==> src/sv/cvr_pkg.sv <==
`timescale 1ns / 1ps
// ============================================================================
// cvr_pkg
// Shared types, constants and the arctangent table of the CORDIC rotator.
// ============================================================================
package cvr_pkg;

    // Fixed-point format and datapath widths
    localparam int FRAC_BITS      = 7;
    localparam int MAX_ITERATIONS = 8;
    localparam int ITERATIONS     = 8;
    localparam int COORD_W        = 8;
    localparam int ANGLE_W        = 10;
    localparam int VEC_W          = 16;
    localparam int ACC_W          = 10;   // residual angle, signed
    localparam int QUAD_W         = 2;
    localparam int CFG_IDX_W      = 8;

    // pi/2 with 7 fraction bits
    localparam int HALF_PI_FX = 201;

    // Register indexes of the configuration port
    localparam logic [CFG_IDX_W-1:0] REG_START_X = CFG_IDX_W'(0);
    localparam logic [CFG_IDX_W-1:0] REG_START_Y = CFG_IDX_W'(1);

    // Quadrant codes
    localparam logic [QUAD_W-1:0] QUAD_0 = 2'd0;
    localparam logic [QUAD_W-1:0] QUAD_1 = 2'd1;
    localparam logic [QUAD_W-1:0] QUAD_2 = 2'd2;
    localparam logic [QUAD_W-1:0] QUAD_3 = 2'd3;

    // Payload carried between pipeline stages
    typedef struct packed {
        logic [QUAD_W-1:0]       quad;
        logic signed [ACC_W-1:0] ang;
        logic signed [VEC_W-1:0] x;
        logic signed [VEC_W-1:0] y;
    } stage_t;

    // atan(2^-i) in radians, 7 fraction bits
    function automatic logic signed [ACC_W-1:0] atan_val(input int idx);
        logic signed [ACC_W-1:0] v;
        case (idx)
            0:       v = ACC_W'(10'sh064);
            1:       v = ACC_W'(10'sh03B);
            2:       v = ACC_W'(10'sh01F);
            3:       v = ACC_W'(10'sh010);
            4:       v = ACC_W'(10'sh008);
            5:       v = ACC_W'(10'sh004);
            6:       v = ACC_W'(10'sh002);
            7:       v = ACC_W'(10'sh001);
            default: v = '0;
        endcase
        return v;
    endfunction

endpackage

==> src/sv/cvr_reduce.sv <==
`timescale 1ns / 1ps
// ============================================================================
// cvr_reduce
// Entry stage: folds the angle into one quadrant and loads the start vector.
// ============================================================================
module cvr_reduce (
    input  logic                                  aclk,
    input  logic                                  aresetn,
    input  logic                                  in_valid,
    output logic                                  in_ready,
    input  logic [cvr_pkg::ANGLE_W-1:0]           angle,
    input  logic signed [cvr_pkg::COORD_W-1:0]    start_x,
    input  logic signed [cvr_pkg::COORD_W-1:0]    start_y,
    output logic                                  out_valid,
    input  logic                                  out_ready,
    output cvr_pkg::stage_t                       out_data
);

    localparam int PAD_W = cvr_pkg::VEC_W - cvr_pkg::COORD_W - cvr_pkg::FRAC_BITS;
    localparam logic [cvr_pkg::ANGLE_W-1:0] HP1 = cvr_pkg::ANGLE_W'(cvr_pkg::HALF_PI_FX);
    localparam logic [cvr_pkg::ANGLE_W-1:0] HP2 = cvr_pkg::ANGLE_W'(2 * cvr_pkg::HALF_PI_FX);
    localparam logic [cvr_pkg::ANGLE_W-1:0] HP3 = cvr_pkg::ANGLE_W'(3 * cvr_pkg::HALF_PI_FX);
    localparam logic [cvr_pkg::ANGLE_W-1:0] HP4 = cvr_pkg::ANGLE_W'(4 * cvr_pkg::HALF_PI_FX);
    localparam logic [cvr_pkg::ANGLE_W-1:0] HP5 = cvr_pkg::ANGLE_W'(5 * cvr_pkg::HALF_PI_FX);

    logic                            valid_reg;
    cvr_pkg::stage_t                 data_reg;
    cvr_pkg::stage_t                 data_next;
    logic [cvr_pkg::ANGLE_W-1:0]     rem;
    logic [cvr_pkg::QUAD_W-1:0]      quad;

    // Quotient by pi/2 (at most five) kept modulo 4, remainder below pi/2
    always_comb begin
        if (angle >= HP5) begin
            quad = cvr_pkg::QUAD_1;
            rem  = angle - HP5;
        end else if (angle >= HP4) begin
            quad = cvr_pkg::QUAD_0;
            rem  = angle - HP4;
        end else if (angle >= HP3) begin
            quad = cvr_pkg::QUAD_3;
            rem  = angle - HP3;
        end else if (angle >= HP2) begin
            quad = cvr_pkg::QUAD_2;
            rem  = angle - HP2;
        end else if (angle >= HP1) begin
            quad = cvr_pkg::QUAD_1;
            rem  = angle - HP1;
        end else begin
            quad = cvr_pkg::QUAD_0;
            rem  = angle;
        end
    end

    // Start vector scaled up by the fraction bits
    always_comb begin
        data_next.quad = quad;
        data_next.ang  = signed'(cvr_pkg::ACC_W'(rem));
        data_next.x    = {{PAD_W{start_x[cvr_pkg::COORD_W-1]}}, start_x,
                          {cvr_pkg::FRAC_BITS{1'b0}}};
        data_next.y    = {{PAD_W{start_y[cvr_pkg::COORD_W-1]}}, start_y,
                          {cvr_pkg::FRAC_BITS{1'b0}}};
    end

    assign in_ready = !valid_reg || out_ready;

    // Stage register
    always_ff @(posedge aclk) begin
        if (!aresetn) begin
            valid_reg <= 1'b0;
        end else if (in_ready) begin
            valid_reg <= in_valid;
        end
    end

    always_ff @(posedge aclk) begin
        if (in_ready && in_valid) begin
            data_reg <= data_next;
        end
    end

    assign out_valid = valid_reg;
    assign out_data  = data_reg;

endmodule

==> src/sv/cvr_micro_rot.sv <==
`timescale 1ns / 1ps
// ============================================================================
// cvr_micro_rot
// One CORDIC micro-rotation stage, shift and arctangent fixed by STAGE.
// ============================================================================
module cvr_micro_rot #(
    parameter int STAGE = 0
) (
    input  logic            aclk,
    input  logic            aresetn,
    input  logic            in_valid,
    output logic            in_ready,
    input  cvr_pkg::stage_t in_data,
    output logic            out_valid,
    input  logic            out_ready,
    output cvr_pkg::stage_t out_data
);

    localparam logic signed [cvr_pkg::ACC_W-1:0] ATAN = cvr_pkg::atan_val(STAGE);

    logic                              valid_reg;
    cvr_pkg::stage_t                   data_reg;
    cvr_pkg::stage_t                   data_next;
    logic signed [cvr_pkg::VEC_W-1:0]  dx;
    logic signed [cvr_pkg::VEC_W-1:0]  dy;

    // Rotate toward zero residual angle; x and y wrap at 16 bits
    always_comb begin
        dx             = in_data.x >>> STAGE;
        dy             = in_data.y >>> STAGE;
        data_next.quad = in_data.quad;
        if (!in_data.ang[cvr_pkg::ACC_W-1]) begin
            data_next.x   = in_data.x - dy;
            data_next.y   = in_data.y + dx;
            data_next.ang = in_data.ang - ATAN;
        end else begin
            data_next.x   = in_data.x + dy;
            data_next.y   = in_data.y - dx;
            data_next.ang = in_data.ang + ATAN;
        end
    end

    assign in_ready = !valid_reg || out_ready;

    // Stage register
    always_ff @(posedge aclk) begin
        if (!aresetn) begin
            valid_reg <= 1'b0;
        end else if (in_ready) begin
            valid_reg <= in_valid;
        end
    end

    always_ff @(posedge aclk) begin
        if (in_ready && in_valid) begin
            data_reg <= data_next;
        end
    end

    assign out_valid = valid_reg;
    assign out_data  = data_reg;

endmodule

==> src/sv/cvr_gain_quad.sv <==
`timescale 1ns / 1ps
// ============================================================================
// cvr_gain_quad
// Output stage: CORDIC gain correction (0x4D/128) and quadrant restore.
// ============================================================================
module cvr_gain_quad (
    input  logic                                  aclk,
    input  logic                                  aresetn,
    input  logic                                  in_valid,
    output logic                                  in_ready,
    input  cvr_pkg::stage_t                       in_data,
    output logic                                  out_valid,
    input  logic                                  out_ready,
    output logic signed [cvr_pkg::COORD_W-1:0]    out_x,
    output logic signed [cvr_pkg::COORD_W-1:0]    out_y
);

    localparam int SUM_W = cvr_pkg::VEC_W + 1;

    logic                                  valid_reg;
    logic signed [cvr_pkg::COORD_W-1:0]    x_reg;
    logic signed [cvr_pkg::COORD_W-1:0]    y_reg;
    logic signed [cvr_pkg::COORD_W-1:0]    x_next;
    logic signed [cvr_pkg::COORD_W-1:0]    y_next;
    logic signed [SUM_W-1:0]               xe;
    logic signed [SUM_W-1:0]               ye;
    logic signed [SUM_W-1:0]               xs;
    logic signed [SUM_W-1:0]               ys;
    logic signed [cvr_pkg::COORD_W-1:0]    gx;
    logic signed [cvr_pkg::COORD_W-1:0]    gy;

    // Gain as 1/128 + 1/32 + 1/16 + 1/2, then drop the fraction bits
    always_comb begin
        xe = SUM_W'(in_data.x);
        ye = SUM_W'(in_data.y);
        xs = (xe >>> 7) + (xe >>> 5) + (xe >>> 4) + (xe >>> 1);
        ys = (ye >>> 7) + (ye >>> 5) + (ye >>> 4) + (ye >>> 1);
        gx = xs[cvr_pkg::FRAC_BITS +: cvr_pkg::COORD_W];
        gy = ys[cvr_pkg::FRAC_BITS +: cvr_pkg::COORD_W];
    end

    // Swap and negate back into the original quadrant (low 8 bits only)
    always_comb begin
        case (in_data.quad)
            cvr_pkg::QUAD_0: begin
                x_next = gx;
                y_next = gy;
            end
            cvr_pkg::QUAD_1: begin
                x_next = -gy;
                y_next = gx;
            end
            cvr_pkg::QUAD_2: begin
                x_next = -gx;
                y_next = -gy;
            end
            cvr_pkg::QUAD_3: begin
                x_next = gy;
                y_next = -gx;
            end
            default: begin
                x_next = gx;
                y_next = gy;
            end
        endcase
    end

    assign in_ready = !valid_reg || out_ready;

    // Output register
    always_ff @(posedge aclk) begin
        if (!aresetn) begin
            valid_reg <= 1'b0;
        end else if (in_ready) begin
            valid_reg <= in_valid;
        end
    end

    always_ff @(posedge aclk) begin
        if (in_ready && in_valid) begin
            x_reg <= x_next;
            y_reg <= y_next;
        end
    end

    assign out_valid = valid_reg;
    assign out_x     = x_reg;
    assign out_y     = y_reg;

endmodule

==> src/sv/cordic_vector_rotator_unit.sv <==
`timescale 1ns / 1ps
// ============================================================================
// cordic_vector_rotator_unit
// Rotates the configured start vector by a streamed angle (CORDIC, 8 steps).
// ============================================================================
// Usage:
//   s_tdata[9:0] carries an unsigned angle in radians with 7 fraction bits.
//   m_tdata returns the rotated vector: out_x in [7:0], out_y in [15:8],
//   each the low 8 bits of a two's complement value.
//   The cfg channel writes start_x (index 0) or start_y (index 1) from
//   cfg_data; other indexes are dropped. cfg_ready is always high. Write
//   only while no angle is in flight.
// Pipeline: ITERATIONS + 2 register stages (one quadrant-fold stage, one per
//   micro-rotation, one gain/output stage).
// Throughput: one angle per cycle while m_tready is high; every stage is
//   registered, has its own valid bit and takes new data when empty or draining.
// Reset (aresetn low, synchronous): all stages empty, start_x = 127,
//   start_y = 0.
// Stall: with m_tready low the result is held in the output register;
//   earlier stages keep filling bubbles, and s_tready drops only once
//   every stage holds an item. Nothing is lost or repeated.
// ============================================================================
module cordic_vector_rotator_unit #(
    parameter int ITERATIONS = cvr_pkg::ITERATIONS
) (
    input  logic                              aclk,
    input  logic                              aresetn,
    // Input stream
    input  logic                              s_tvalid,
    output logic                              s_tready,
    input  logic [15:0]                       s_tdata,   // [9:0] angle, [15:10] zero
    // Result stream
    output logic                              m_tvalid,
    input  logic                              m_tready,
    output logic [15:0]                       m_tdata,   // [7:0] out_x, [15:8] out_y
    // Configuration write channel
    input  logic                              cfg_valid,
    output logic                              cfg_ready,
    input  logic [cvr_pkg::CFG_IDX_W-1:0]     cfg_index,
    input  logic [cvr_pkg::COORD_W-1:0]       cfg_data
);

    logic signed [cvr_pkg::COORD_W-1:0]   start_x_reg;
    logic signed [cvr_pkg::COORD_W-1:0]   start_y_reg;
    logic signed [cvr_pkg::COORD_W-1:0]   out_x;
    logic signed [cvr_pkg::COORD_W-1:0]   out_y;

    cvr_pkg::stage_t                      stg_data  [0:ITERATIONS];
    logic                                 stg_valid [0:ITERATIONS];
    logic                                 stg_ready [0:ITERATIONS];

    // Configuration registers
    assign cfg_ready = 1'b1;

    always_ff @(posedge aclk) begin
        if (!aresetn) begin
            start_x_reg <= 8'sd127;
            start_y_reg <= 8'sd0;
        end else if (cfg_valid && cfg_ready) begin
            if (cfg_index == cvr_pkg::REG_START_X) begin
                start_x_reg <= cfg_data;
            end
            if (cfg_index == cvr_pkg::REG_START_Y) begin
                start_y_reg <= cfg_data;
            end
        end
    end

    // Quadrant fold
    cvr_reduce u_reduce (
        .aclk      (aclk),
        .aresetn   (aresetn),
        .in_valid  (s_tvalid),
        .in_ready  (s_tready),
        .angle     (s_tdata[cvr_pkg::ANGLE_W-1:0]),
        .start_x   (start_x_reg),
        .start_y   (start_y_reg),
        .out_valid (stg_valid[0]),
        .out_ready (stg_ready[0]),
        .out_data  (stg_data[0])
    );

    // Micro-rotation chain
    for (genvar i = 0; i < ITERATIONS; i++) begin : g_rot
        cvr_micro_rot #(
            .STAGE (i)
        ) u_rot (
            .aclk      (aclk),
            .aresetn   (aresetn),
            .in_valid  (stg_valid[i]),
            .in_ready  (stg_ready[i]),
            .in_data   (stg_data[i]),
            .out_valid (stg_valid[i+1]),
            .out_ready (stg_ready[i+1]),
            .out_data  (stg_data[i+1])
        );
    end

    // Gain correction and output register
    cvr_gain_quad u_gain_quad (
        .aclk      (aclk),
        .aresetn   (aresetn),
        .in_valid  (stg_valid[ITERATIONS]),
        .in_ready  (stg_ready[ITERATIONS]),
        .in_data   (stg_data[ITERATIONS]),
        .out_valid (m_tvalid),
        .out_ready (m_tready),
        .out_x     (out_x),
        .out_y     (out_y)
    );

    assign m_tdata = {out_y, out_x};

endmodule

==> config.mk <==
export PLATFORM = sky130hd
export DESIGN_NAME = cordic_vector_rotator_unit
export DESIGN_NICKNAME = d
export VERILOG_FILES = /design/src/sv/cvr_pkg.sv /design/src/sv/cvr_reduce.sv /design/src/sv/cvr_micro_rot.sv /design/src/sv/cvr_gain_quad.sv /design/src/sv/cordic_vector_rotator_unit.sv
export SDC_FILE = /design/constraint.sdc
export NUM_CORES = 1
export LEC_CHECK = 0
export BUFFER_PORTS_ARGS = -buffer_cell sky130_fd_sc_hd__buf_2
export CORE_MARGIN = 2
export CORE_UTILIZATION = 27
export DETAILED_ROUTE_END_ITERATION = 8
export HOLD_SLACK_MARGIN = 0.05
export PLACE_DENSITY = 0.39
export SYNTH_ARGS = -nofsm -noshare
export SYNTH_HDL_FRONTEND = slang
export SYNTH_SLANG_ARGS = --single-unit
==> constraint.sdc <==
create_clock -name aclk -period 6.75 [get_ports aclk]
set_input_delay 1.0125 -clock aclk [delete_from_list [all_inputs] [get_ports aclk]]
set_output_delay 1.0125 -clock aclk [all_outputs]
set_load 0.01 [all_outputs]
==> results of run 1 <==
-- metrics by stage --
| step | utilization [%] | worst slack, ps |
|---|---|---|
| 2_1_floorplan | - | 1580 |
| 3_3_place_gp | 29.2 | 1170 |
| 3_5_place_dp | 29.2 | 1130 |
| 4_1_cts | 30.7 | 1090 |
| 5_1_grt | 30.7 | 836 |
| 6_report | 30.7 | 1150 |
-- worst max path at each step --
stage                                           start                   end  slack, ps
final                     g_rot[7].u_rot.out_data[24]  u_gain_quad.out_y[7]       1150
after global routing      g_rot[7].u_rot.out_data[24]  u_gain_quad.out_y[7]        840
after CTS                 g_rot[7].u_rot.out_data[24]  u_gain_quad.out_y[7]       1090
after detailed placement  g_rot[7].u_rot.out_data[24]  u_gain_quad.out_y[7]       1130
after global placement    g_rot[7].u_rot.out_data[24]  u_gain_quad.out_y[7]       1170
after floorplan           g_rot[7].u_rot.out_data[24]  u_gain_quad.out_x[7]       1580
-- final cells by class --
type,count,area [sq um]
inverters,192,721
well taps,1357,1700
fillers,10400,69600
clock buffers,63,1270
flip-flops and latches,357,10500
clock inverters,19,174
repair buffers,60,330
multi-input cells,2081,16100
-- power breakdown --
| group | internal, mW | switching [mW] | leakage (nW) |
|---|---|---|---|
| Clock | 1.36 | 0.977 | 0.694 |
| Combinational | 0.359 | 0.427 | 8.18 |
| Sequential | 2.52 | 0.0588 | 3.22 |
-- layer usage --
| layer | share of wire, % | global-route usage, % | routed length [um] | up-vias |
|---|---|---|---|---|
| met5 | 0 | 0 | 0 | - |
| met4 | 3.1 | 4.36 | 2040 | 0 |
| met3 | 3.1 | 1.78 | 1990 | 106 |
| met2 | 49 | 22.1 | 31800 | 268 |
| met1 | 45 | 15.7 | 29400 | 9142 |
| li1 | - | - | - | 9907 |
-- layout by cell type (no fill, tap or decap), types with 64 or more instances in the layout --
cell type and count:
a21o_1 64, a21oi_1 262, edfxtp_1 331, ha_1 319, inv_1 191, nand2_1 78
nor2_1 214, nor3_1 89, o21bai_1 68, xnor2_1 246, xor2_1 122
-- critical path, stage by stage (launching register included) --
cell      delay [ps]
edfxtp_1         470
inv_1             90
fa_1             480
inv_1             40
ha_1             230
fa_1             420
a21o_1           180
a21oi_1          210
o21bai_1          90
a21oi_1          220
o21bai_1          90
a21oi_1          210
xnor2_1          150
ha_1             310
or4_1            560
or3_1            330
and3_1           260
o41a_1           350
a311oi_2         250
o22ai_1          140
mux2_2           280
-- cells by family (layout without fill, tap and decap cells) --
group	Yosys count	after routing	share of synthesized area, %
AO/OA/AOI/OAI	667	667	15.6
AND/OR/NAND/NOR	625	625	11.2
XOR/XNOR	368	368	11.7
adder cells (fa/ha/maj)	361	361	17.6
flip-flops	357	357	38.1
buffers and inverters	246	334	3.44
multiplexers	59	59	2.31
other	1	1	0.0137
==> run_results.csv, run 1 <==
group,metric,value,unit
worst_hold_path,min_to,"g_rot[0].u_rot.out_data[42]",
timing,hold_ws,418,ps
grt,grt_pass1_vias,19700,
cts,cts_hold_buf,0,
place,dpl_cell_area,29300,sq um
setup_path,ff2ff_path_depth,20,
power_and_ir_drop,vdd_drop_max,162,uV
finish,nNetsFinal,3136,
worst_hold_path,worstHoldPathType,"register to register",
logic_synthesis,synth_warnings,0,
detailed_routing,vias,19400,
timing,rsz0062_at_grt,"false",
cts,clockBufferDepth,3,
cts,cts_tree,"done",
detailed_routing,dr.pass1.iters,7,
cts,cts.repair.resized,0,
die,io_pins,56,
timing,fin_crit_sh,83.0,%
finish,post_route_cells_drive_above_1_share,6.64,%
logic_synthesis,synthMostInstantiatedCell,"edfxtp_1",
setup_path,reg2reg_from,"g_rot[7].u_rot.out_data[24]",
logic_synthesis,syn_avg_cell_area,10.2,sq um
detailed_routing,wl_per_cell,15.8,um
die,initial_core_util,27.3,%
setup_path,ff2ff_setup_slack,1150,ps
cts,cts_root_buffer,"clkbuf_16",
timing,report.final.slew_viol_count,0,
finish,design_area,30800,sq um
finish,largest_reg_flops,287,
cts,post_cts.repair.setup_buffers,0,
power_and_ir_drop,p_total,5.70,mW
die,die_h,323,um
logic_synthesis,netlist_area,27500,sq um
die,dieArea,104000,sq um
cts,clk_pin_slew,60,ps
cts,clock-sinks,357,
worst_hold_path,hold_depth,0,
timing,hold_viol_final,0,
timing,tightest_slew,1260,ps
grt,grt_util_all_layers,12.6,%
logic_synthesis,syn_inst,2684,
setup_path,critPathKind,"register to register",
die,core,100000,sq um
setup_path,worst_ep_arrival_time,5930,ps
cts,numCtsBuffers,46,
logic_synthesis,post-synth-top-area-cell,"edfxtp_1",
detailed_routing,via_per_inst,4.70,
timing,period_minus_slack,5600,ps
logic_synthesis,netlist_top_cells_area,"edfxtp_1 (36%), ha_1 (15%), xnor2_1 (7.8%), a21oi_1 (4.8%), xor2_1 (3.9%)",
timing,skew,27.7,ps
die,dieWidth,323,um
place,dp_hpwl,51500,um
setup_path,end_kind,"register",
logic_synthesis,yosys.area.top_type_share,36.2,%
logic_synthesis,ys_seq_area_share,38.1,%
die,rows,116,
setup_path,start_kind,"register",
place,io_buffers,48,
detailed_routing,drtIter0Drc,872,
run_status,outcome,"finished, final reports clean",
logic_synthesis,ys_seq_elements,357,
logic_synthesis,synth.top_cells.by_count,"edfxtp_1 (331), ha_1 (319), a21oi_1 (262)",
cts,htreeDepth,2,
timing,tns,0,ps
grt,antenna_found_initial,0,
timing,setup_viol,0,
detailed_routing,wl,65200,um
finish,instances_no_fill,4129,
grt,grt_max_degree,44,
logic_synthesis,syn_nets,3082,
power_and_ir_drop,cellLeakagePower,12.1,nW
cts,clkLatencyLatePin,610,ps
worst_hold_path,hold_path_startpoint,"u_reduce.out_data[42]",
detailed_routing,drc,0,
setup_path,r2r_end,"u_gain_quad.out_y[7]",
logic_synthesis,synth-edff-count,331,
setup_path,critPathRequiredTime,7080,ps
power_and_ir_drop,power.density,185,nW/um^2
job,maxCapViolCount,0,
timing,max-slew-margin-rel,15.5,%
logic_synthesis,async_reset_ff_share,0,%
finish,area_delta_synth_final,12.1,%
logic_synthesis,post_synth_num_cell_types,85,
logic_synthesis,synth_flop_cell,"edfxtp_1",
detailed_routing,ant_nets,0,
grt,grt_pass1_wl,105000,um
place,placed_cells,4047,
timing,clock.fmax,178,MHz
place,gp_congestion,0.851,
grt,grt.overflow.total,0,
finish,num_antenna_cells,0,
setup_path,crit_path_max_fanout,7,
No activity file was read; power rests on OpenSTA's default activity.
==> run 2, diff against run 1 <==
--- a/config.mk
+++ b/config.mk
@@ -10,7 +10,7 @@
 export CORE_UTILIZATION = 27
 export DETAILED_ROUTE_END_ITERATION = 8
 export HOLD_SLACK_MARGIN = 0.05
-export PLACE_DENSITY = 0.39
+export PLACE_DENSITY = 0.4
 export SYNTH_ARGS = -nofsm -noshare
 export SYNTH_HDL_FRONTEND = slang
 export SYNTH_SLANG_ARGS = --single-unit
==> constraint.sdc (replaced) <==
create_clock -name aclk -period 4.86 [get_ports aclk]
set_input_delay 0.729 -clock aclk [delete_from_list [all_inputs] [get_ports aclk]]
set_output_delay 0.729 -clock aclk [all_outputs]
set_load 0.01 [all_outputs]
==> run 2 against run 1 <==
  * The run now ends with negative setup slack left
  * Largest power group unchanged
  * Combinational power up 41%
  * Non-clock buffer count up 72
  * Power up 43%
  * Core utilization up 0.88 points
  * Design area up 2.9%
  * Maximum frequency up 13%
  * Sequential power up 39%
  * Final cell count up 1.8%
  * Clock-buffer cell count down 7
==> run_results.csv, run 2 (synthesis results as in run 1) <==
group,metric,value,unit
run_status,outcome,"finished with violations",
run_status,violations,"negative setup slack",
timing,report.final.slew_viol_count,0,
setup_path,critPathKind,"register to register",
timing,period_minus_slack,4960,ps
cts,htreeDepth,2,
detailed_routing,dr.pass1.iters,6,
setup_path,path_buf_inv,2,
grt,grt.overflow.total,0,
finish,final_util,31.5,%
worst_hold_path,min_to,"start_x_reg[4]",
cts,numCtsBuffers,47,
place,io_buffers,48,
cts,cts_tree,"done",
detailed_routing,wl,66200,um
die,initial_core_util,27.3,%
timing,rsz0062_at_grt,"true",
power_and_ir_drop,p_total,8.15,mW
setup_path,reg2reg_from,"g_rot[7].u_rot.out_data[21]",
worst_hold_path,worstHoldPathType,"primary input to register",
setup_path,ff2ff_path_depth,20,
detailed_routing,via_per_inst,4.67,
timing,fin_crit_sh,102,%
worst_hold_path,hold_depth,3,
setup_path,start_kind,"register",
setup_path,end_kind,"register",
setup_path,worst_ep_arrival_time,5300,ps
finish,num_antenna_cells,0,
timing,clock.fmax,202,MHz
cts,clock-sinks,357,
die,dieWidth,323,um
setup_path,cp_top_family,"compound AO/OA/AOI/OAI gates",
detailed_routing,drtIter0Drc,842,
cts,clkLatencyLatePin,600,ps
setup_path,critPathRequiredTime,5200,ps
job,maxCapViolCount,0,
setup_path,r2r_end,"u_gain_quad.out_x[7]",
setup_path,ff2ff_setup_slack,-100,ps
setup_path,cpPeakStageDelay,550,ps
finish,n_fill_cell,10500,
detailed_routing,wl_per_cell,15.7,um
setup_path,crit_top_cell,"a21oi_2",
die,dieArea,104000,sq um
cts,cts_hold_buf,0,
power_and_ir_drop,vdd_drop_max,233,uV
finish,largest_reg_flops,287,
cts,clk_pin_slew,60,ps
finish,final_common_cell,"edfxtp_1",
finish,nNetsFinal,3209,
timing,final.setup.worst_slack,-98.6,ps
detailed_routing,drc,0,
timing,tightest_slew,1180,ps
worst_hold_path,hold_path_startpoint,"cfg_data[4]",
finish,final_cell_mix,"edfxtp_1 (331), ha_1 (314), a21oi_1 (245)",
die,die_h,323,um
grt,grt_pass1_wl,107000,um
timing,setup_viol,2,
power_and_ir_drop,cellLeakagePower,12.6,nW
grt,grt_pass1_vias,20200,
cts,cts_root_buffer,"clkbuf_16",
die,io_pins,56,
timing,hold_viol_final,0,
finish,area_delta_synth_final,15.4,%
timing,max-slew-margin-rel,21.1,%
finish,post_route_cells_drive_above_1_share,10.8,%
setup_path,crit_path_max_fanout,3,
grt,antenna_found_initial,0,
power_and_ir_drop,power.density,257,nW/um^2
setup_path,cpMaxStageDelayCell,"fa_1",
setup_path,crit_chain,"inv_2, fa_1, inv_2, ha_4, fa_2, a21o_1, a21oi_2, o21bai_1, a21oi_2, o21bai_1, a21oi_2, xnor2_1, ha_1, or4_1, or3_1, and3_4, o41a_1, a311oi_2, o22ai_2, mux2_4",
grt,grt_max_degree,44,
die,core,100000,sq um
cts,clockBufferDepth,3,
grt,grt_util_all_layers,12.7,%
timing,skew,14.8,ps
place,dp_hpwl,51800,um
detailed_routing,vias,19600,
detailed_routing,ant_nets,0,
place,gp_congestion,0.826,
die,rows,116,
## run 2: final cells by class
| type | instances | area [sq um] | area share [%] |
|---|---|---|---|
| Multi-Input combinational cell | 2081 | 16400 | 51.7 |
| Sequential cell | 357 | 10500 | 33.0 |
| Tap cell | 1357 | 1700 | 5.36 |
| Clock buffer | 56 | 1230 | 3.88 |
| Timing Repair Buffer | 132 | 886 | 2.80 |
| Inverter | 192 | 721 | 2.27 |
| Clock inverter | 29 | 309 | 0.976 |
## run 2: power by group
part / switching [mW] / internal [mW]
Clock: 1.39 / 2.08
Combinational: 0.599 / 0.507
Sequential: 0.0807 / 3.50
## run 2: repair_timing
action | 4_1_cts | 5_1_grt
buffers inserted | 5 | 13
cloned | 0 | 0
pin swaps | 2 | 35
resized for setup | 11 | 37
hold endpoints to repair | 0 | 0
endpoints found under the setup margin | 5 | 14
## run 2: layer usage
layer  track usage, %  vias to the layer above  routed length, um
li1                 -                    10000                  -
met1             15.8                     9290              30300
met2             22.4                      207              31900
met3             1.83                      103               1740
met4             4.50                        0               2130
met5                0                        -                  0
## run 2: worst register-to-register path, delay by kind of cell (launching register included)
family / cells / cell delay [ps]
AO/OA/AOI/OAI: 9 / 1570
XOR/XNOR: 1 / 90
adder cells (fa/ha/maj): 4 / 1390
buffers and inverters: 2 / 100
flip-flops: 1 / 360
multiplexers: 1 / 300
AND/OR/NAND/NOR: 3 / 900
## run 2: worst max-delay path by stage
stage / end / slack, ps / depth (start not counted) / start
2_1_floorplan: u_gain_quad.out_x[7] / -20 / 21 / g_rot[7].u_rot.out_data[24]
3_3_place_gp: u_gain_quad.out_y[7] / -140 / 18 / g_rot[7].u_rot.out_data[22]
3_5_place_dp: u_gain_quad.out_x[7] / -170 / 18 / g_rot[7].u_rot.out_data[22]
4_1_cts: u_gain_quad.out_x[7] / -110 / 20 / g_rot[7].u_rot.out_data[21]
5_1_grt: u_gain_quad.out_x[7] / -360 / 20 / g_rot[7].u_rot.out_data[21]
6_report: u_gain_quad.out_x[7] / -100 / 20 / g_rot[7].u_rot.out_data[21]
## run 2: stage by stage
step / instance area [sq um] / hold WS, ps / setup TNS, ps / std cells / setup WS (ps)
6_report: 31700 / 367 / -187 / 4204 / -98.6
3_3_place_gp: 29800 / 402 / -327 / 4102 / -142
3_5_place_dp: 29800 / 405 / -513 / 4102 / -165
4_1_cts: 31400 / 312 / -204 / 4192 / -106
5_1_grt: 31700 / 344 / -1480 / 4204 / -363
2_1_floorplan: 27500 / 400 / -40.7 / 2684 / -20.4
==> run 3, diff against run 2 <==
--- a/config.mk
+++ b/config.mk
@@ -6,11 +6,11 @@
 export NUM_CORES = 1
 export LEC_CHECK = 0
 export BUFFER_PORTS_ARGS = -buffer_cell sky130_fd_sc_hd__buf_2
-export CORE_MARGIN = 2
 export CORE_UTILIZATION = 27
 export DETAILED_ROUTE_END_ITERATION = 8
 export HOLD_SLACK_MARGIN = 0.05
-export PLACE_DENSITY = 0.4
+export PLACE_DENSITY_LB_ADDON = 0.15
 export SYNTH_ARGS = -nofsm -noshare
 export SYNTH_HDL_FRONTEND = slang
+export SYNTH_HIERARCHICAL = 1
 export SYNTH_SLANG_ARGS = --single-unit
==> run 3 against run 2 <==
  * Via count grew 28%
  * Core utilization fell by 1.4 points
  * The flow now finishes without violations
  * Flip-flop and latch count rose by 39
  * Power is 20% higher
  * Largest cell class unchanged
  * Maximum frequency grew 9.9%
  * Clock-buffer cell count grew 10
  * Wire length grew 30%
  * Sequential power rose by 13%
  * Synthesized cell count rose by 30%
  * Critical path depth shrank 5
  * Critical path type unchanged
  * Synthesized area up 25%
  * Largest power group unchanged
==> run_results.csv, run 3 <==
group,metric,value,unit
place,dpl_worst_slack,310,ps
setup_path,critPathKind,"register to register",
finish,area_delta_synth_final,10.6,%
setup_path,crit_path_max_fanout,7,
die,initial_core_util,27.3,%
detailed_routing,drc,0,
grt,grt.overflow.total,0,
grt,grt_pass1_vias,25200,
cts,clk_pin_slew,60,ps
timing,clock.fmax,222,MHz
timing,fin_crit_sh,92.8,%
finish,final_cell_mix,"ha_1 (379), edfxtp_1 (370), a21oi_1 (306)",
setup_path,critPathRequiredTime,5240,ps
die,io_pins,56,
logic_synthesis,syn_inst,3501,
grt,grt_util_all_layers,13.4,%
die,dieWidth,358,um
die,die_h,358,um
die,dieArea,128000,sq um
cts,post_cts.repair.setup_buffers,0,
finish,largest_reg_flops,326,
grt,grt_max_degree,45,
detailed_routing,dr.pass1.iters,5,
setup_path,reg2reg_from,"g_rot[7].u_rot/out_data[24]",
setup_path,worst_ep_arrival_time,4890,ps
die,rows,130,
worst_hold_path,hold_path_startpoint,"cfg_data[4]",
timing,hold_viol_final,0,
detailed_routing,wl,86000,um
run_status,outcome,"finished, final reports clean",
timing,period_minus_slack,4510,ps
die,core,126000,sq um
place,io_buffers,48,
logic_synthesis,synth_warnings,6,
detailed_routing,via_per_inst,4.79,
worst_hold_path,hold_depth,3,
power_and_ir_drop,vdd_drop_max,219,uV
cts,cts_tree,"done",
detailed_routing,drtIter0Drc,1172,
cts,htreeDepth,2,
cts,clkLatencyLatePin,640,ps
cts,clockBufferDepth,3,
detailed_routing,vias,25000,
setup_path,start_kind,"register",
finish,nNetsFinal,4014,
power_and_ir_drop,power.density,257,nW/um^2
power_and_ir_drop,cellLeakagePower,14.8,nW
cts,cts_root_buffer,"clkbuf_16",
detailed_routing,ant_nets,0,
timing,rsz0062_at_grt,"false",
finish,final_common_cell,"ha_1",
place,gp_congestion,0.837,
timing,setup_viol,0,
cts,clock-sinks,396,
setup_path,ff2ff_path_depth,15,
logic_synthesis,netlist_area,34300,sq um
finish,n_fill_cell,13300,
finish,num_antenna_cells,0,
logic_synthesis,syn_avg_cell_area,9.80,sq um
timing,hold_ws,353,ps
cts,numCtsBuffers,50,
worst_hold_path,min_to,"start_y_reg[4]",
grt,grt_pass1_wl,138000,um
timing,tns,0,ps
place,dp_hpwl,68600,um
setup_path,r2r_end,"u_gain_quad/out_x[4]",
setup_path,ff2ff_setup_slack,350,ps
finish,post_route_cells_drive_above_1_share,8.14,%
timing,skew,28.0,ps
timing,report.final.slew_viol_count,0,
timing,final.setup.worst_slack,349,ps
timing,max-slew-margin-rel,27.7,%
timing,tightest_slew,1080,ps
setup_path,end_kind,"register",
detailed_routing,wl_per_cell,16.5,um
grt,antenna_found_initial,0,
job,maxCapViolCount,0,
worst_hold_path,worstHoldPathType,"primary input to register",
[run 3: changes by cell type in the layout (fill, tap and decap cells not counted), moves of 43 or more]
cell | before | now
ha_1 | 314 | 379
buf_4 | 80 | 21
o21ai_0 | 60 | 159
nand2_1 | 78 | 188
nor2_1 | 214 | 257
inv_1 | 189 | 259
a21oi_1 | 245 | 306
[run 3: layout make-up]
type                            instances  area [sq um]  share of cell area (%)
Tap cell                             1650          2060                    5.44
Sequential cell                       396         11600                    30.7
Clock inverter                         26           285                   0.752
Timing Repair Buffer                   69           398                    1.05
Clock buffer                           66          1390                    3.67
Inverter                              262           997                    2.63
Multi-Input combinational cell       2755         21200                    55.8
[run 3: worst max-delay path: stages, from the launching register on]
cell and delay [ps]:
edfxtp_1 420, inv_1 180, fa_1 470, fa_1 520
inv_1 50, ha_1 220, or3_1 400, o221ai_1 240
o21ai_0 150, xor2_1 280, inv_1 120, ha_1 310
a31oi_1 160, o211ai_1 150, mux4_2 460, nor2b_1 130
[run 3: how the worst max path moves through the flow]
stage,from,end,slack [ps]
after floorplan,g_rot[7].u_rot/out_data[26],u_gain_quad/out_x[7],690
after global placement,g_rot[7].u_rot/out_data[9],u_gain_quad/out_x[4],300
after detailed placement,g_rot[7].u_rot/out_data[9],u_gain_quad/out_x[7],310
after CTS,g_rot[7].u_rot/out_data[9],u_gain_quad/out_x[7],270
after global routing,g_rot[7].u_rot/out_data[25],u_gain_quad/out_x[7],40
final,g_rot[7].u_rot/out_data[24],u_gain_quad/out_x[4],350
[run 3: where the power goes]
part	switching, mW	total, mW	internal (mW)
clock	1.54	3.81	2.28
sequential	0.107	4.04	3.93
combinational	1.08	1.90	0.822
[run 3: layer usage]
metal	track usage [%]	part of all wire (%)
met2	23.9	49
met3	1.85	2.5
met5	0	0
met4	3.91	2.7
met1	16.6	46
[run 3: repair_timing]
action | CTS | global route
hold buffers | 0 | 0
resized for setup | 0 | 2
endpoints found under the setup margin | 0 | 1
[run 3: stage by stage]
| stage | instance area [sq um] | cells | util (%) | total power, mW |
|---|---|---|---|---|
| finish | 37900 | 5224 | 30.2 | 9.75 |
| global route | 37900 | 5224 | 30.2 | 10.3 |
| floorplan | 34300 | 3514 | - | 5.57 |
| CTS | 37900 | 5224 | 30.2 | 9.92 |
| global placement | 36300 | 5132 | 28.8 | 5.99 |
| detailed placement | 36300 | 5132 | 28.8 | 5.99 |
